### src/rtl/feature_location_parser_assert.svh
// ----------------------------------------------------------------------------
// Assertion macros for the feature location parser
// Clocked checks with and without a reset guard.
// ----------------------------------------------------------------------------
`ifndef FEATURE_LOCATION_PARSER_ASSERT_SVH
`define FEATURE_LOCATION_PARSER_ASSERT_SVH

`ifndef SYNTHESIS
`define FLP_ASSERT(lbl, clk, rst_n, prop, msg) \
    lbl: assert property (@(posedge clk) disable iff (!rst_n) prop) else $error(msg);
`define FLP_ASSERT_ALWAYS(lbl, clk, prop, msg) \
    lbl: assert property (@(posedge clk) prop) else $error(msg);
`else
`define FLP_ASSERT(lbl, clk, rst_n, prop, msg)
`define FLP_ASSERT_ALWAYS(lbl, clk, prop, msg)
`endif

`endif

### src/rtl/flp_pkg.sv
`timescale 1ns / 1ps
// ----------------------------------------------------------------------------
// flp_pkg
// Word types and character codes shared by the location parser modules.
// ----------------------------------------------------------------------------
package flp_pkg;

    localparam logic [7:0]  CHAR_C      = 8'h63;
    localparam logic [7:0]  CHAR_O      = 8'h6F;
    localparam logic [7:0]  CHAR_COMMA  = 8'h2C;
    localparam logic [7:0]  CHAR_ZERO   = 8'h30;
    localparam logic [7:0]  CHAR_NINE   = 8'h39;

    localparam logic [1:0]  RUN_MAX     = 2'd3;
    localparam logic [1:0]  RUN_ONE     = 2'd1;
    localparam logic [1:0]  RUN_TWO     = 2'd2;
    localparam logic [15:0] COUNT_MAX   = 16'hFFFF;

    localparam int QUEUE_DEPTH = 2;
    localparam int QUEUE_PTR_W = (QUEUE_DEPTH > 1) ? $clog2(QUEUE_DEPTH) : 1;
    localparam int QUEUE_CNT_W = $clog2(QUEUE_DEPTH + 1);

    typedef struct packed {
        logic [7:0] char_byte;
        logic       last_byte;
    } t_in_word;

    typedef struct packed {
        logic        interval_valid;
        logic [31:0] range_start;
        logic [31:0] range_end;
        logic        reverse_strand;
        logic        element_bad;
        logic [15:0] interval_count;
        logic [31:0] feature_start;
        logic [31:0] feature_end;
        logic        end_of_string;
    } t_out_word;

    typedef struct packed {
        logic       is_digit;
        logic [3:0] digit;
        logic       is_comma;
        logic       is_last;
        logic       co_pair;
    } t_cls_word;

endpackage

### src/rtl/flp_front.sv
`timescale 1ns / 1ps
// ----------------------------------------------------------------------------
// flp_front
// Accepts characters and classifies them as digit, comma or other.
// ----------------------------------------------------------------------------
module flp_front
    import flp_pkg::*;
(
    input  logic      i_clk,
    input  logic      i_rst_n,
    input  logic      i_in_valid,
    output logic      o_in_ready,
    input  t_in_word  i_in_word,
    input  logic      i_queue_ready,
    output logic      o_push,
    output t_cls_word o_cls
);

    logic [7:0] r_prev;
    logic [7:0] n_prev;
    logic [7:0] digit_off;

    assign o_in_ready = i_queue_ready;
    assign o_push     = i_in_valid && i_queue_ready;
    assign digit_off  = i_in_word.char_byte - CHAR_ZERO;

    always_comb begin
        o_cls.is_digit = (i_in_word.char_byte >= CHAR_ZERO) &&
                         (i_in_word.char_byte <= CHAR_NINE);
        o_cls.digit    = digit_off[3:0];
        o_cls.is_comma = (i_in_word.char_byte == CHAR_COMMA);
        o_cls.is_last  = i_in_word.last_byte;
        o_cls.co_pair  = (r_prev == CHAR_C) && (i_in_word.char_byte == CHAR_O);
        n_prev         = r_prev;
        if (o_push) begin
            n_prev = i_in_word.last_byte ? 8'd0 : i_in_word.char_byte;
        end
    end

    always_ff @(posedge i_clk) begin
        if (!i_rst_n) begin
            r_prev <= 8'd0;
        end else begin
            r_prev <= n_prev;
        end
    end

endmodule

### src/rtl/flp_queue.sv
`timescale 1ns / 1ps
// ----------------------------------------------------------------------------
// flp_queue
// Short queue of classified words between front and back.
// ----------------------------------------------------------------------------
`include "feature_location_parser_assert.svh"

module flp_queue
    import flp_pkg::*;
(
    input  logic      i_clk,
    input  logic      i_rst_n,
    input  logic      i_push,
    input  t_cls_word i_word,
    output logic      o_ready,
    input  logic      i_pop,
    output logic      o_valid,
    output t_cls_word o_word
);

    t_cls_word              r_mem [QUEUE_DEPTH];
    logic [QUEUE_PTR_W-1:0] r_wr_ptr;
    logic [QUEUE_PTR_W-1:0] r_rd_ptr;
    logic [QUEUE_CNT_W-1:0] r_count;
    logic                   do_pop;

    assign o_ready = (r_count != QUEUE_CNT_W'(QUEUE_DEPTH));
    assign o_valid = (r_count != '0);
    assign o_word  = r_mem[r_rd_ptr];
    assign do_pop  = i_pop && o_valid;

    always_ff @(posedge i_clk) begin
        if (i_push) begin
            r_mem[r_wr_ptr] <= i_word;
        end
    end

    always_ff @(posedge i_clk) begin
        if (!i_rst_n) begin
            r_wr_ptr <= '0;
            r_rd_ptr <= '0;
            r_count  <= '0;
        end else begin
            if (i_push) begin
                r_wr_ptr <= (r_wr_ptr == QUEUE_PTR_W'(QUEUE_DEPTH - 1)) ? '0 : r_wr_ptr + 1'b1;
            end
            if (do_pop) begin
                r_rd_ptr <= (r_rd_ptr == QUEUE_PTR_W'(QUEUE_DEPTH - 1)) ? '0 : r_rd_ptr + 1'b1;
            end
            case ({i_push, do_pop})
                2'b10:   r_count <= r_count + 1'b1;
                2'b01:   r_count <= r_count - 1'b1;
                default: r_count <= r_count;
            endcase
        end
    end

    `FLP_ASSERT(a_queue_no_overflow, i_clk, i_rst_n, !(i_push && !o_ready), "push into full queue")
    `FLP_ASSERT(a_queue_count_range, i_clk, i_rst_n, r_count <= QUEUE_CNT_W'(QUEUE_DEPTH), "queue count out of range")

endmodule

### src/rtl/flp_back.sv
`timescale 1ns / 1ps
// ----------------------------------------------------------------------------
// flp_back
// Accumulates digit runs, closes elements and registers result words.
// ----------------------------------------------------------------------------
`include "feature_location_parser_assert.svh"

module flp_back
    import flp_pkg::*;
#(
    parameter int POSITION_WIDTH = 32
)
(
    input  logic      i_clk,
    input  logic      i_rst_n,
    input  logic      i_word_valid,
    input  t_cls_word i_word,
    output logic      o_pop,
    output logic      o_out_valid,
    input  logic      i_out_ready,
    output t_out_word o_out_word
);

    localparam int PW = POSITION_WIDTH;

    logic          r_in_run,   n_in_run;
    logic [1:0]    r_run,      n_run;
    logic [PW-1:0] r_first,    n_first;
    logic [PW-1:0] r_second,   n_second;
    logic          r_nonempty, n_nonempty;
    logic          r_rev,      n_rev;
    logic [15:0]   r_count,    n_count;
    logic [PW-1:0] r_fstart,   n_fstart;
    logic [PW-1:0] r_lend,     n_lend;
    logic          r_out_valid;
    t_out_word     r_out_word;
    t_out_word     n_out_word;

    logic          emit;
    logic          close;
    logic          ivalid;
    logic [PW-1:0] rs;
    logic [PW-1:0] re;
    logic [PW-1:0] acc_src;
    logic [PW+3:0] acc_wide;
    logic [PW-1:0] acc;

    assign o_pop       = i_word_valid && (!r_out_valid || i_out_ready);
    assign o_out_valid = r_out_valid;
    assign o_out_word  = r_out_word;

    assign acc_src  = (r_run == RUN_TWO) ? r_second : r_first;
    assign acc_wide = ((PW+4)'(acc_src) << 3) + ((PW+4)'(acc_src) << 1)
                    + (PW+4)'(i_word.digit);
    assign acc      = (acc_wide[PW+3:PW] != 4'd0) ? {PW{1'b1}} : acc_wide[PW-1:0];

    always_comb begin
        n_in_run   = r_in_run;
        n_run      = r_run;
        n_first    = r_first;
        n_second   = r_second;
        n_nonempty = r_nonempty;
        n_rev      = r_rev;
        n_count    = r_count;
        n_fstart   = r_fstart;
        n_lend     = r_lend;
        emit       = 1'b0;
        close      = 1'b0;
        ivalid     = 1'b0;
        rs         = '0;
        re         = '0;
        n_out_word = '0;
        if (o_pop) begin
            if (i_word.co_pair) begin
                n_rev = 1'b1;
            end
            if (i_word.is_digit) begin
                n_nonempty = 1'b1;
                if (!r_in_run) begin
                    n_in_run = 1'b1;
                    if (r_run != RUN_MAX) begin
                        n_run = r_run + 2'd1;
                    end
                    if (n_run == RUN_ONE) begin
                        n_first = PW'(i_word.digit);
                    end else if (n_run == RUN_TWO) begin
                        n_second = PW'(i_word.digit);
                    end
                end else if (r_run == RUN_ONE) begin
                    n_first = acc;
                end else if (r_run == RUN_TWO) begin
                    n_second = acc;
                end
            end else if (i_word.is_comma) begin
                n_in_run = 1'b0;
                if (!i_word.is_last) begin
                    if (r_nonempty) begin
                        close = 1'b1;
                    end else begin
                        n_run      = 2'd0;
                        n_first    = '0;
                        n_second   = '0;
                        n_nonempty = 1'b0;
                    end
                end
            end else begin
                n_in_run   = 1'b0;
                n_nonempty = 1'b1;
            end
            if (i_word.is_last) begin
                close = 1'b1;
            end
            if (close) begin
                emit = 1'b1;
                if (n_run == RUN_ONE || n_run == RUN_TWO) begin
                    ivalid = 1'b1;
                    rs     = n_first;
                    re     = (n_run == RUN_TWO) ? n_second : n_first;
                    if (r_count == 16'd0) begin
                        n_fstart = rs;
                    end
                    n_lend = re;
                    if (r_count != COUNT_MAX) begin
                        n_count = r_count + 16'd1;
                    end
                end
                n_out_word.interval_valid = ivalid;
                n_out_word.range_start    = 32'(rs);
                n_out_word.range_end      = 32'(re);
                n_out_word.reverse_strand = n_rev;
                n_out_word.element_bad    = !ivalid && n_nonempty;
                n_out_word.interval_count = n_count;
                n_out_word.feature_start  = 32'(n_fstart);
                n_out_word.feature_end    = 32'(n_lend);
                n_out_word.end_of_string  = i_word.is_last;
                n_in_run   = 1'b0;
                n_run      = 2'd0;
                n_first    = '0;
                n_second   = '0;
                n_nonempty = 1'b0;
            end
            if (i_word.is_last) begin
                n_rev    = 1'b0;
                n_count  = 16'd0;
                n_fstart = '0;
                n_lend   = '0;
            end
        end
    end

    always_ff @(posedge i_clk) begin
        if (!i_rst_n) begin
            r_in_run    <= 1'b0;
            r_run       <= 2'd0;
            r_first     <= '0;
            r_second    <= '0;
            r_nonempty  <= 1'b0;
            r_rev       <= 1'b0;
            r_count     <= 16'd0;
            r_fstart    <= '0;
            r_lend      <= '0;
            r_out_valid <= 1'b0;
        end else begin
            r_in_run   <= n_in_run;
            r_run      <= n_run;
            r_first    <= n_first;
            r_second   <= n_second;
            r_nonempty <= n_nonempty;
            r_rev      <= n_rev;
            r_count    <= n_count;
            r_fstart   <= n_fstart;
            r_lend     <= n_lend;
            if (emit) begin
                r_out_valid <= 1'b1;
            end else if (i_out_ready) begin
                r_out_valid <= 1'b0;
            end
        end
    end

    always_ff @(posedge i_clk) begin
        if (emit) begin
            r_out_word <= n_out_word;
        end
    end

    `FLP_ASSERT(a_bad_not_valid, i_clk, i_rst_n, r_out_valid |-> !(r_out_word.interval_valid && r_out_word.element_bad), "interval flagged bad")
    `FLP_ASSERT(a_count_nonzero, i_clk, i_rst_n, (r_out_valid && r_out_word.interval_valid) |-> (r_out_word.interval_count != 16'd0), "interval with zero count")
    `FLP_ASSERT(a_last_clears, i_clk, i_rst_n, (o_pop && i_word.is_last) |=> (r_run == 2'd0 && r_count == 16'd0 && !r_rev), "state not cleared after last byte")
    `FLP_ASSERT(a_last_emits, i_clk, i_rst_n, (o_pop && i_word.is_last) |=> (r_out_valid && r_out_word.end_of_string), "last byte gave no result")

endmodule

### src/rtl/feature_location_parser.sv
`timescale 1ns / 1ps
// Path: an accepted character is written into the queue; the single back-end
// accumulate/close step then registers any result word in the output register.
// Throughput: one character per cycle unless output stalls, set by that step.
// Reset: synchronous, active low; clears all parse state, queue and output valid.
// Parse state also returns to its reset values after every last character.
// ----------------------------------------------------------------------------
// feature_location_parser
// Streaming parser of feature location strings into intervals.
// ----------------------------------------------------------------------------
module feature_location_parser
    import flp_pkg::*;
#(
    parameter int POSITION_WIDTH = 32
)
(
    input  logic      i_clk,
    input  logic      i_rst_n,
    input  logic      i_in_valid,
    output logic      o_in_ready,
    input  t_in_word  i_in_word,
    output logic      o_out_valid,
    input  logic      i_out_ready,
    output t_out_word o_out_word
);

    t_cls_word front_cls;
    t_cls_word queue_word;
    logic      front_push;
    logic      queue_ready;
    logic      queue_valid;
    logic      back_pop;

    flp_front u_front (
        .i_clk         (i_clk),
        .i_rst_n       (i_rst_n),
        .i_in_valid    (i_in_valid),
        .o_in_ready    (o_in_ready),
        .i_in_word     (i_in_word),
        .i_queue_ready (queue_ready),
        .o_push        (front_push),
        .o_cls         (front_cls)
    );

    flp_queue u_queue (
        .i_clk   (i_clk),
        .i_rst_n (i_rst_n),
        .i_push  (front_push),
        .i_word  (front_cls),
        .o_ready (queue_ready),
        .i_pop   (back_pop),
        .o_valid (queue_valid),
        .o_word  (queue_word)
    );

    flp_back #(
        .POSITION_WIDTH (POSITION_WIDTH)
    ) u_back (
        .i_clk        (i_clk),
        .i_rst_n      (i_rst_n),
        .i_word_valid (queue_valid),
        .i_word       (queue_word),
        .o_pop        (back_pop),
        .o_out_valid  (o_out_valid),
        .i_out_ready  (i_out_ready),
        .o_out_word   (o_out_word)
    );

endmodule

### config.mk
export PLATFORM = sky130hd
export DESIGN_NAME = feature_location_parser
export DESIGN_NICKNAME = d
export VERILOG_FILES = /design/src/rtl/flp_pkg.sv /design/src/rtl/flp_front.sv /design/src/rtl/flp_queue.sv /design/src/rtl/flp_back.sv /design/src/rtl/feature_location_parser.sv
export VERILOG_INCLUDE_DIRS = /design/src /design/src/rtl
export SDC_FILE = /design/constraint.sdc
export NUM_CORES = 1
export LEC_CHECK = 0
export ABC_AREA = 1
export BUFFER_PORTS_ARGS = -buffer_cell sky130_fd_sc_hd__buf_2
export CAP_MARGIN = 20
export CORE_ASPECT_RATIO = 0.7
export CORE_MARGIN = 1
export CORE_UTILIZATION = 30
export DETAILED_ROUTE_END_ITERATION = 8
export PLACE_DENSITY_LB_ADDON = 0.15
export SLEW_MARGIN = 20
export SYNTH_ARGS = -nofsm -noshare
export SYNTH_HDL_FRONTEND = slang
export SYNTH_SLANG_ARGS = --single-unit
### constraint.sdc
create_clock -name i_clk -period 5.6 [get_ports i_clk]
set_input_delay 0.56 -clock i_clk [delete_from_list [all_inputs] [get_ports i_clk]]
set_output_delay 0.56 -clock i_clk [all_outputs]
set_load 0.05 [all_outputs]
======== Yosys cells after proc, flatten, opt, wreduce, memory -nomap -nowiden ========
Memories as Yosys holds them, arrays and structs flattened. A register that Yosys moved wholly into a read port is not among the register bits.
Index checks and enable logic that the tools add are counted.
word-level totals
  register bits ........................... 310
  bits in writable memories ............... 16
  output and inout port bits .............. 150
  memories ................................ 1
memories
  memory         depth  width  rd ports  clocked after memory_dff  wr ports  line             source
  u_queue.r_mem  2      8      1         1                         1         flp_queue.sv:21  t_cls_word r_mem [QUEUE_DEPTH];
cells by class
  $add $sub $neg .......................... 9
  order comparisons ....................... 2
  equality and inequality tests ........... 14
  mux-type cells .......................... 72
  reductions and logical operators ........ 19
operator list
  operator               count
  $mux 32                28
  $mux 16                4
  $add 35x33->36         1
  $add 36x4->36          1
  $mux 1                 27
  $mux 2                 11
  $add 16x1->16 const B  1
  $eq 8x7->1 const B     2
  $logic_not 16->1       1
  $ne 16x16->1 const B   1
  $eq 2x1->1 const B     4
  $eq 2x2->1 const B     4
  $eq 8x6->1 const B     1
  $ge 8x6->1 const B     1
  $le 8x6->1 const B     1
  $mux 8                 1
  $reduce_bool 2->1      4
  $logic_and 1x1->1      6
  $add 2x1->2 const B    2
  $ne 2x2->1 const B     2
  $pmux 2 s2             1
  $reduce_and 2->1       2
  $reduce_bool 4->1      1
  $sub 4x1->4 const B    1
  other kinds (5)        8

======== Depth between registers and ports, before layout ========
  depth in word-level cells ............... 15
  depth in mapped cells ................... 34
  gate-level depth less buffers ........... 30

======== Cells and area by module ========
Synthesis repeated with hierarchy kept, for this count alone.
second synthesis, totals
  cell total of the unflattened synthesis .. 2666
  area total of the unflattened synthesis .. 19207.2 µm²
by module, submodules not included
  module     times used  cells an instance  area an instance (µm²)  sequential area each (µm²)
  flp_back   1           2518               17833.4                 7447.1
  flp_queue  1           61                 854.6                   580.6
  flp_front  1           87                 519.2                   160.2

======== Worst setup path before layout ========
No wires, ideal clock.
  path kind ............................... reg2reg
  start ................................... reg u_back.r_run[0]
  end ..................................... reg u_back.r_out_word, in the netlist u_back.o_out_word[19] (data pin)
  arrival time ............................ 4069 ps
  required time ........................... 5341 ps
  path slack .............................. 1272 ps
  cell stages (with the launch flop) ...... 31
  path buffers ............................ 5
  clock period less this slack ............ 4328 ps
  cell sequence ........................... dfxtp_1 -> inv_2 -> nand2_2 -> buf_1 -> clkbuf_1 -> clkbuf_1 -> nand2_1 -> o21ai_0 -> inv_1 -> fa_1 -> fa_1 -> inv_1 -> nand2_1 -> nand2_1 -> nand3_1 -> nand2_2 -> nand2_1 -> nand2_2 -> nand2_1 -> nand3_1 -> nand2_2 -> nor2_4 -> buf_6 -> buf_6 -> nand4_1 -> nand2_1 -> nand3_1 -> nand2_1 -> nand2_1 -> nand2_1 -> nand2_2
on the way
  cells in the longest elaborated chain, start to end .. 12
  elaborated cells between the ends (all ways) .. 36
RTL lines
  what                                         line                            source
  start: declaration                           flp_back.sv:27                  logic [1:0] r_run, n_run;
  start signal: assignment                     flp_back.sv:165                 r_run <= n_run;
  $eq 2x2->1, or another cell as far along     flp_back.sv:52, flp_back.sv:91
  $mux 32 or $mux 2 (tied branches)            flp_back.sv:52, flp_back.sv:81
  $add 35x33->36 or $mux 2 (tied branches)     flp_back.sv:53, flp_back.sv:79
  $add 36x4->36 or $mux 2 (tied branches)      flp_back.sv:54, flp_back.sv:77
  $reduce_bool 4->1 or $mux 2 (tied branches)  flp_back.sv:55, flp_back.sv:73
  $mux 32 or $eq 2x2->1 (tied branches)        flp_back.sv:55, flp_back.sv:86
  $mux 32, on equally long branches            flp_back.sv:91, flp_back.sv:86
  $mux 32, on equally long branches            flp_back.sv:89, flp_back.sv:84
  $mux 32                                      flp_back.sv:79                  if (!r_in_run) begin
  $mux 32                                      flp_back.sv:77                  if (i_word.is_digit) begin
  $mux 32                                      flp_back.sv:118                 re = (n_run == RUN_TWO) ? n_second : n_first;
  $mux 32 *                                    flp_back.sv:115                 if (n_run == RUN_ONE || n_run == RUN_TWO) begin
  end signal: assignment                       flp_back.sv:183                 r_out_word <= n_out_word;
  end: declaration                             flp_back.sv:36                  t_out_word r_out_word;
Mark *: on every way between the ends. The rest lies on a longest branch, timed or not. The select of a mux whose other input is x is not followed.
A chain may end at the register's enable or synchronous reset.

======== Worst setup path in the final report ========
  start ................................... reg u_back.r_run[1]
  end ..................................... reg u_back.r_lend[1]
on the way
  cells in the longest elaborated chain, start to end .. 14
  elaborated cells between the ends (all ways) .. 38
RTL lines
  what                                         line                            source
  $eq 2x2->1, or another cell as far along     flp_back.sv:52, flp_back.sv:91
  $mux 32 or $mux 2 (tied branches)            flp_back.sv:52, flp_back.sv:81
  $add 35x33->36 or $mux 2 (tied branches)     flp_back.sv:53, flp_back.sv:79
  $add 36x4->36 or $mux 2 (tied branches)      flp_back.sv:54, flp_back.sv:77
  $reduce_bool 4->1 or $mux 2 (tied branches)  flp_back.sv:55, flp_back.sv:73
  $mux 32 or $eq 2x2->1 (tied branches)        flp_back.sv:55, flp_back.sv:86
  $mux 32, on equally long branches            flp_back.sv:91, flp_back.sv:86
  $mux 32, on equally long branches            flp_back.sv:89, flp_back.sv:84
  $mux 32                                      flp_back.sv:79
  $mux 32                                      flp_back.sv:77
  $mux 32                                      flp_back.sv:118
  $mux 32 *                                    flp_back.sv:115
  $mux 32 *                                    flp_back.sv:113                 if (close) begin
  $mux 32 *                                    flp_back.sv:142                 if (i_word.is_last) begin
  end signal: assignment                       flp_back.sv:172                 r_lend <= n_lend;
  end: declaration                             flp_back.sv:34                  logic [PW-1:0] r_lend, n_lend;
Marked as above.

==> summary.md <==
| Metric | Value |
|---|---|
| Outcome | `finished, final reports clean` |
| Global route hottest layer | `met2` |
| Initial antenna violation count | `2` |
| Clk Latency, worst-skew pair | `about 530 ps` |
| Crit Path Class | `reg2reg` |
| Met2 Resource Use GR | `0.300` |
| Fmax | `201 MHz` |
| Synth warn | `0` |
| Post-CTS Setup Inserts | `0` |
| Pre-antenna DRT Iters | `5` |
| DR WL/cell | `19.1 µm` |
| Synth Area in XOR/XNOR | `0.0114` |
| Final Setup Violations | `0` |
| H-tree level count | `2` |
| Number of global-route vias before repair | `16430` |
| CP Launch Type | `register` |
| Async set-or-reset flop fraction in the synthesized netlist | `0` |
| Tot Pwr | `0.0116 W` |
| EDFF count, synth | `164` |
| Mux contribution to synthesized area | `0.000522` |
| Crit. End Element | `register` |
| Post-cts hold buffer count | `0` |
| Min-delay worst type | `in2reg` |
| Synth Area in Compound Gates | `0.134` |
| Final period util | `0.890` |
| Worst Skew | `12.3 ps` |
| Die Span X | `304 µm` |
| Syn Std Cell Area | `approximately 19000 µm²` |
| Fin. max-slew vios | `0` |
| Hold Crit Depth | `1` |
| GRT Util Overall | `0.204` |
| Total gr overflow | `0` |
| Bufs on Longest Clock Path | `3` |
| GR Util met3 | `0.0394` |
| Largest family of logic cells by synthesized area | `simple AND/OR/NAND/NOR gates` |
| Layout fillers | `6703` |
| R2R depth | `27` |
| Largest net degree at the start of global routing | `128` |
| Leak | `9.17 nW` |
| PortBufs | `~160` |
| Cell Rows | `just under 80` |
| Post-DR vias/cell | `5.04` |
| DRT Wirelength | `68.5 mm` |
| Post-layout instance area | `about 22000 µm²` |
| Multi-input gate area | `9180 µm²` |
| CTS Buf Count | `34` |
| Top_reg_cell synth | `edfxtp_1` |
| Post-DP Area | `20600 µm²` |
| Met1 usage | `0.300` |
| I/O Pins | `163` |
| Post-Synthesis Cells | `~2600` |
| Final #Nets | `around 2800` |
| RSZ-0062 raised after global routing | `false` |
| Reg area | `between 8000 and 9000 µm²` |
| Final Hold Viols | `0` |
| Worst vdd ir | `0.257 mV` |
| CP Max Fanout | `75` |
| Core footprint | `63100 µm²` |
| Routability Congestion | `0.888` |
| DRC Markers | `0` |
| Mapped Avg Cell Area | `7.28 µm²` |
| Slew headroom | `0.303` |
| Register area share after synthesis | `0.427` |
| Max Cap Viol | `0` |
| DRT iter0 DRCs | `1582` |
| Simple-Gate Fraction of Synth Area | `0.285` |
| P&R area growth vs syn | `14.2%` |
| Total die area | `64900 µm²` |
| Total Neg Setup Slack | `0 ps` |
| Initial Utilization | `0.304` |
| Synth Register Bits | `between 300 and 400` |
| Share of cells above drive strength 1 | `0.130` |
| Antenna viol nets, final | `0` |
| First-pass GRT wire length | `102 mm` |
| Worst-margin pin slew | `1050 ps` |
| Chip Height | `around 210 µm` |
| Fin crit period | `4990 ps` |
| # clock sinks | `about 330` |
| Syn Nets | `2716` |
| DR vias | `18027` |
| Cell variety after synth | `50` |
| Power Density | `530 nW/µm²` |
| Clock Pin Slew Worst Setup and Hold Paths | `70 ps` |
| TritonCTS clock tree | `built` |
| CP arrival | `around 5400 ps` |
| Root Buffer | `clkbuf_16` |
| Worst EP required | `5980 ps` |
| Adder-cell share of the synthesized area | `0.0458` |
| Post-DP HPWL | `48.1 mm` |
| Number of gates resized after cts | `0` |
## worst paths after layout
check	start	to	slack [ps]
max	u_back.r_run[1]	u_back.r_lend[1]	610
min	i_in_word[0]	u_queue.r_mem[1][1]	280
max reg2reg	u_back.r_run[1]	u_back.r_lend[1]	610
min reg2reg	u_back.r_fstart[7]	u_back.r_fstart[7]	460
## flip-flops by register name (all words and copies together) (netlist names), 2 cells and up, named ones only
signal,flops
u_back.o_out_word,148
u_back.r_first,32
u_back.r_fstart,32
u_back.r_lend,32
u_back.r_second,32
u_back.r_count,16
u_queue.r_mem,16
u_front.r_prev,8
u_back.r_run,2
u_queue.r_count,2
## per-layer routing
metal  vias up  share of wire  routed length [µm]
li1       8796              -                   -
met1      8460           0.48               32600
met2       676           0.42               28400
met3        95          0.082                5580
met4         0          0.027                1880
met5         -              0                   0
## cell usage in the layout (no fill, tap or decap), drive strengths merged, types with 2 or more instances in the layout
master,n
ha,67
nor3,14
dfxtp,163
xor2,8
nand2,867
nor4,6
fa,2
o21a,6
a221oi,3
xnor2,17
inv,301
clkbuf,43
a211oi,3
nand4,69
edfxtp,164
a21oi,280
o211ai,7
nand3,146
and2,2
o21bai,5
clkinv,13
nor2,180
buf,195
o21ai,136
a31oi,30
bufinv,8
or2,5
## logic make-up after synthesis
logic type | Yosys count
AOI/OAI and AO/OA | 474
xor gates and xnor gates | 25
adders and majority gates | 69
buffers and inverters | 448
DFF | 327
muxes | 1
and+or+nand+nor | 1290
## where the power goes
part	switching [W]	leakage, nW	internal [W]
Clock	0.00102	0.600	0.00154
Sequential	0.000289	2.89	0.00325
Combinational	0.00443	5.68	0.00106
Total	0.00574	9.17	0.00585
## cells in the mapped netlist (2+ instances only)
library cell / count / area, µm²
clkinv_1: 3 / 11.3
edfxtp_1: 164 / 4920
nor2_1: 173 / 649
a211oi_1: 3 / 22.5
o21a_1: 6 / 45.0
a21oi_1: 264 / 1320
xnor2_1: 17 / 149
nor3_1: 12 / 60.1
nand2_1: 813 / 3050
buf_6: 9 / 101
nand3_1: 145 / 726
nor2_2: 2 / 12.5
and2_1: 2 / 12.5
buf_4: 12 / 90.1
ha_1: 67 / 838
xor2_1: 8 / 70.1
nand4_1: 68 / 425
a31oi_1: 30 / 188
nor2_4: 4 / 45.0
inv_2: 15 / 56.3
o21bai_1: 5 / 37.5
o211ai_1: 7 / 52.6
nor4_1: 6 / 37.5
o21ai_0: 123 / 616
o21ai_1: 9 / 45.0
or2_1: 4 / 25.0
a21oi_2: 16 / 140
clkbuf_1: 80 / 300
inv_1: 285 / 1070
buf_2: 30 / 150
fa_1: 2 / 40.0
nand2_2: 54 / 338
buf_1: 13 / 48.8
a221oi_1: 3 / 26.3
o21ai_2: 3 / 26.3
dfxtp_1: 163 / 3260
## through the flow
stage               cells  utilization  setup WS [ps]  hold WS, ps
floorplan            2634            -           1270          425
global placement     3514        0.327            751          439
detailed placement   3514        0.327            700          450
CTS                  3576        0.347            677          250
global route         3576        0.347            260          258
finish               3577        0.347            614          278
## final cells by class
type,instances,share of cell area
clock buffer,43,0.0419
tap,829,0.0474
clock inverter,19,0.0145
timing repair buffer,195,0.0501
antenna,1,0.000114
multi-input combinational,1859,0.419
inverter,304,0.0525
sequential,327,0.374
## worst max-delay path: stages, from the launching register on
cell,delay (ps)
dfxtp_1,480
nand2_2,110
buf_12,220
buf_4,250
o21ai_0,520
ha_1,350
ha_1,380
nand2_2,140
inv_1,50
nand2_1,60
nand2_1,120
a21oi_1,180
nand2_2,170
nand2_2,100
nand2_1,50
nand2_1,60
nand2_1,110
nor2_4,190
buf_12,260
nand4_1,130
nand2_1,80
nand2_1,80
nand3_1,140
nand2_1,80
nand2_1,200
nand2_1,110
nand2_1,70
a21oi_1,70
Power figures use the tool's default switching activity.
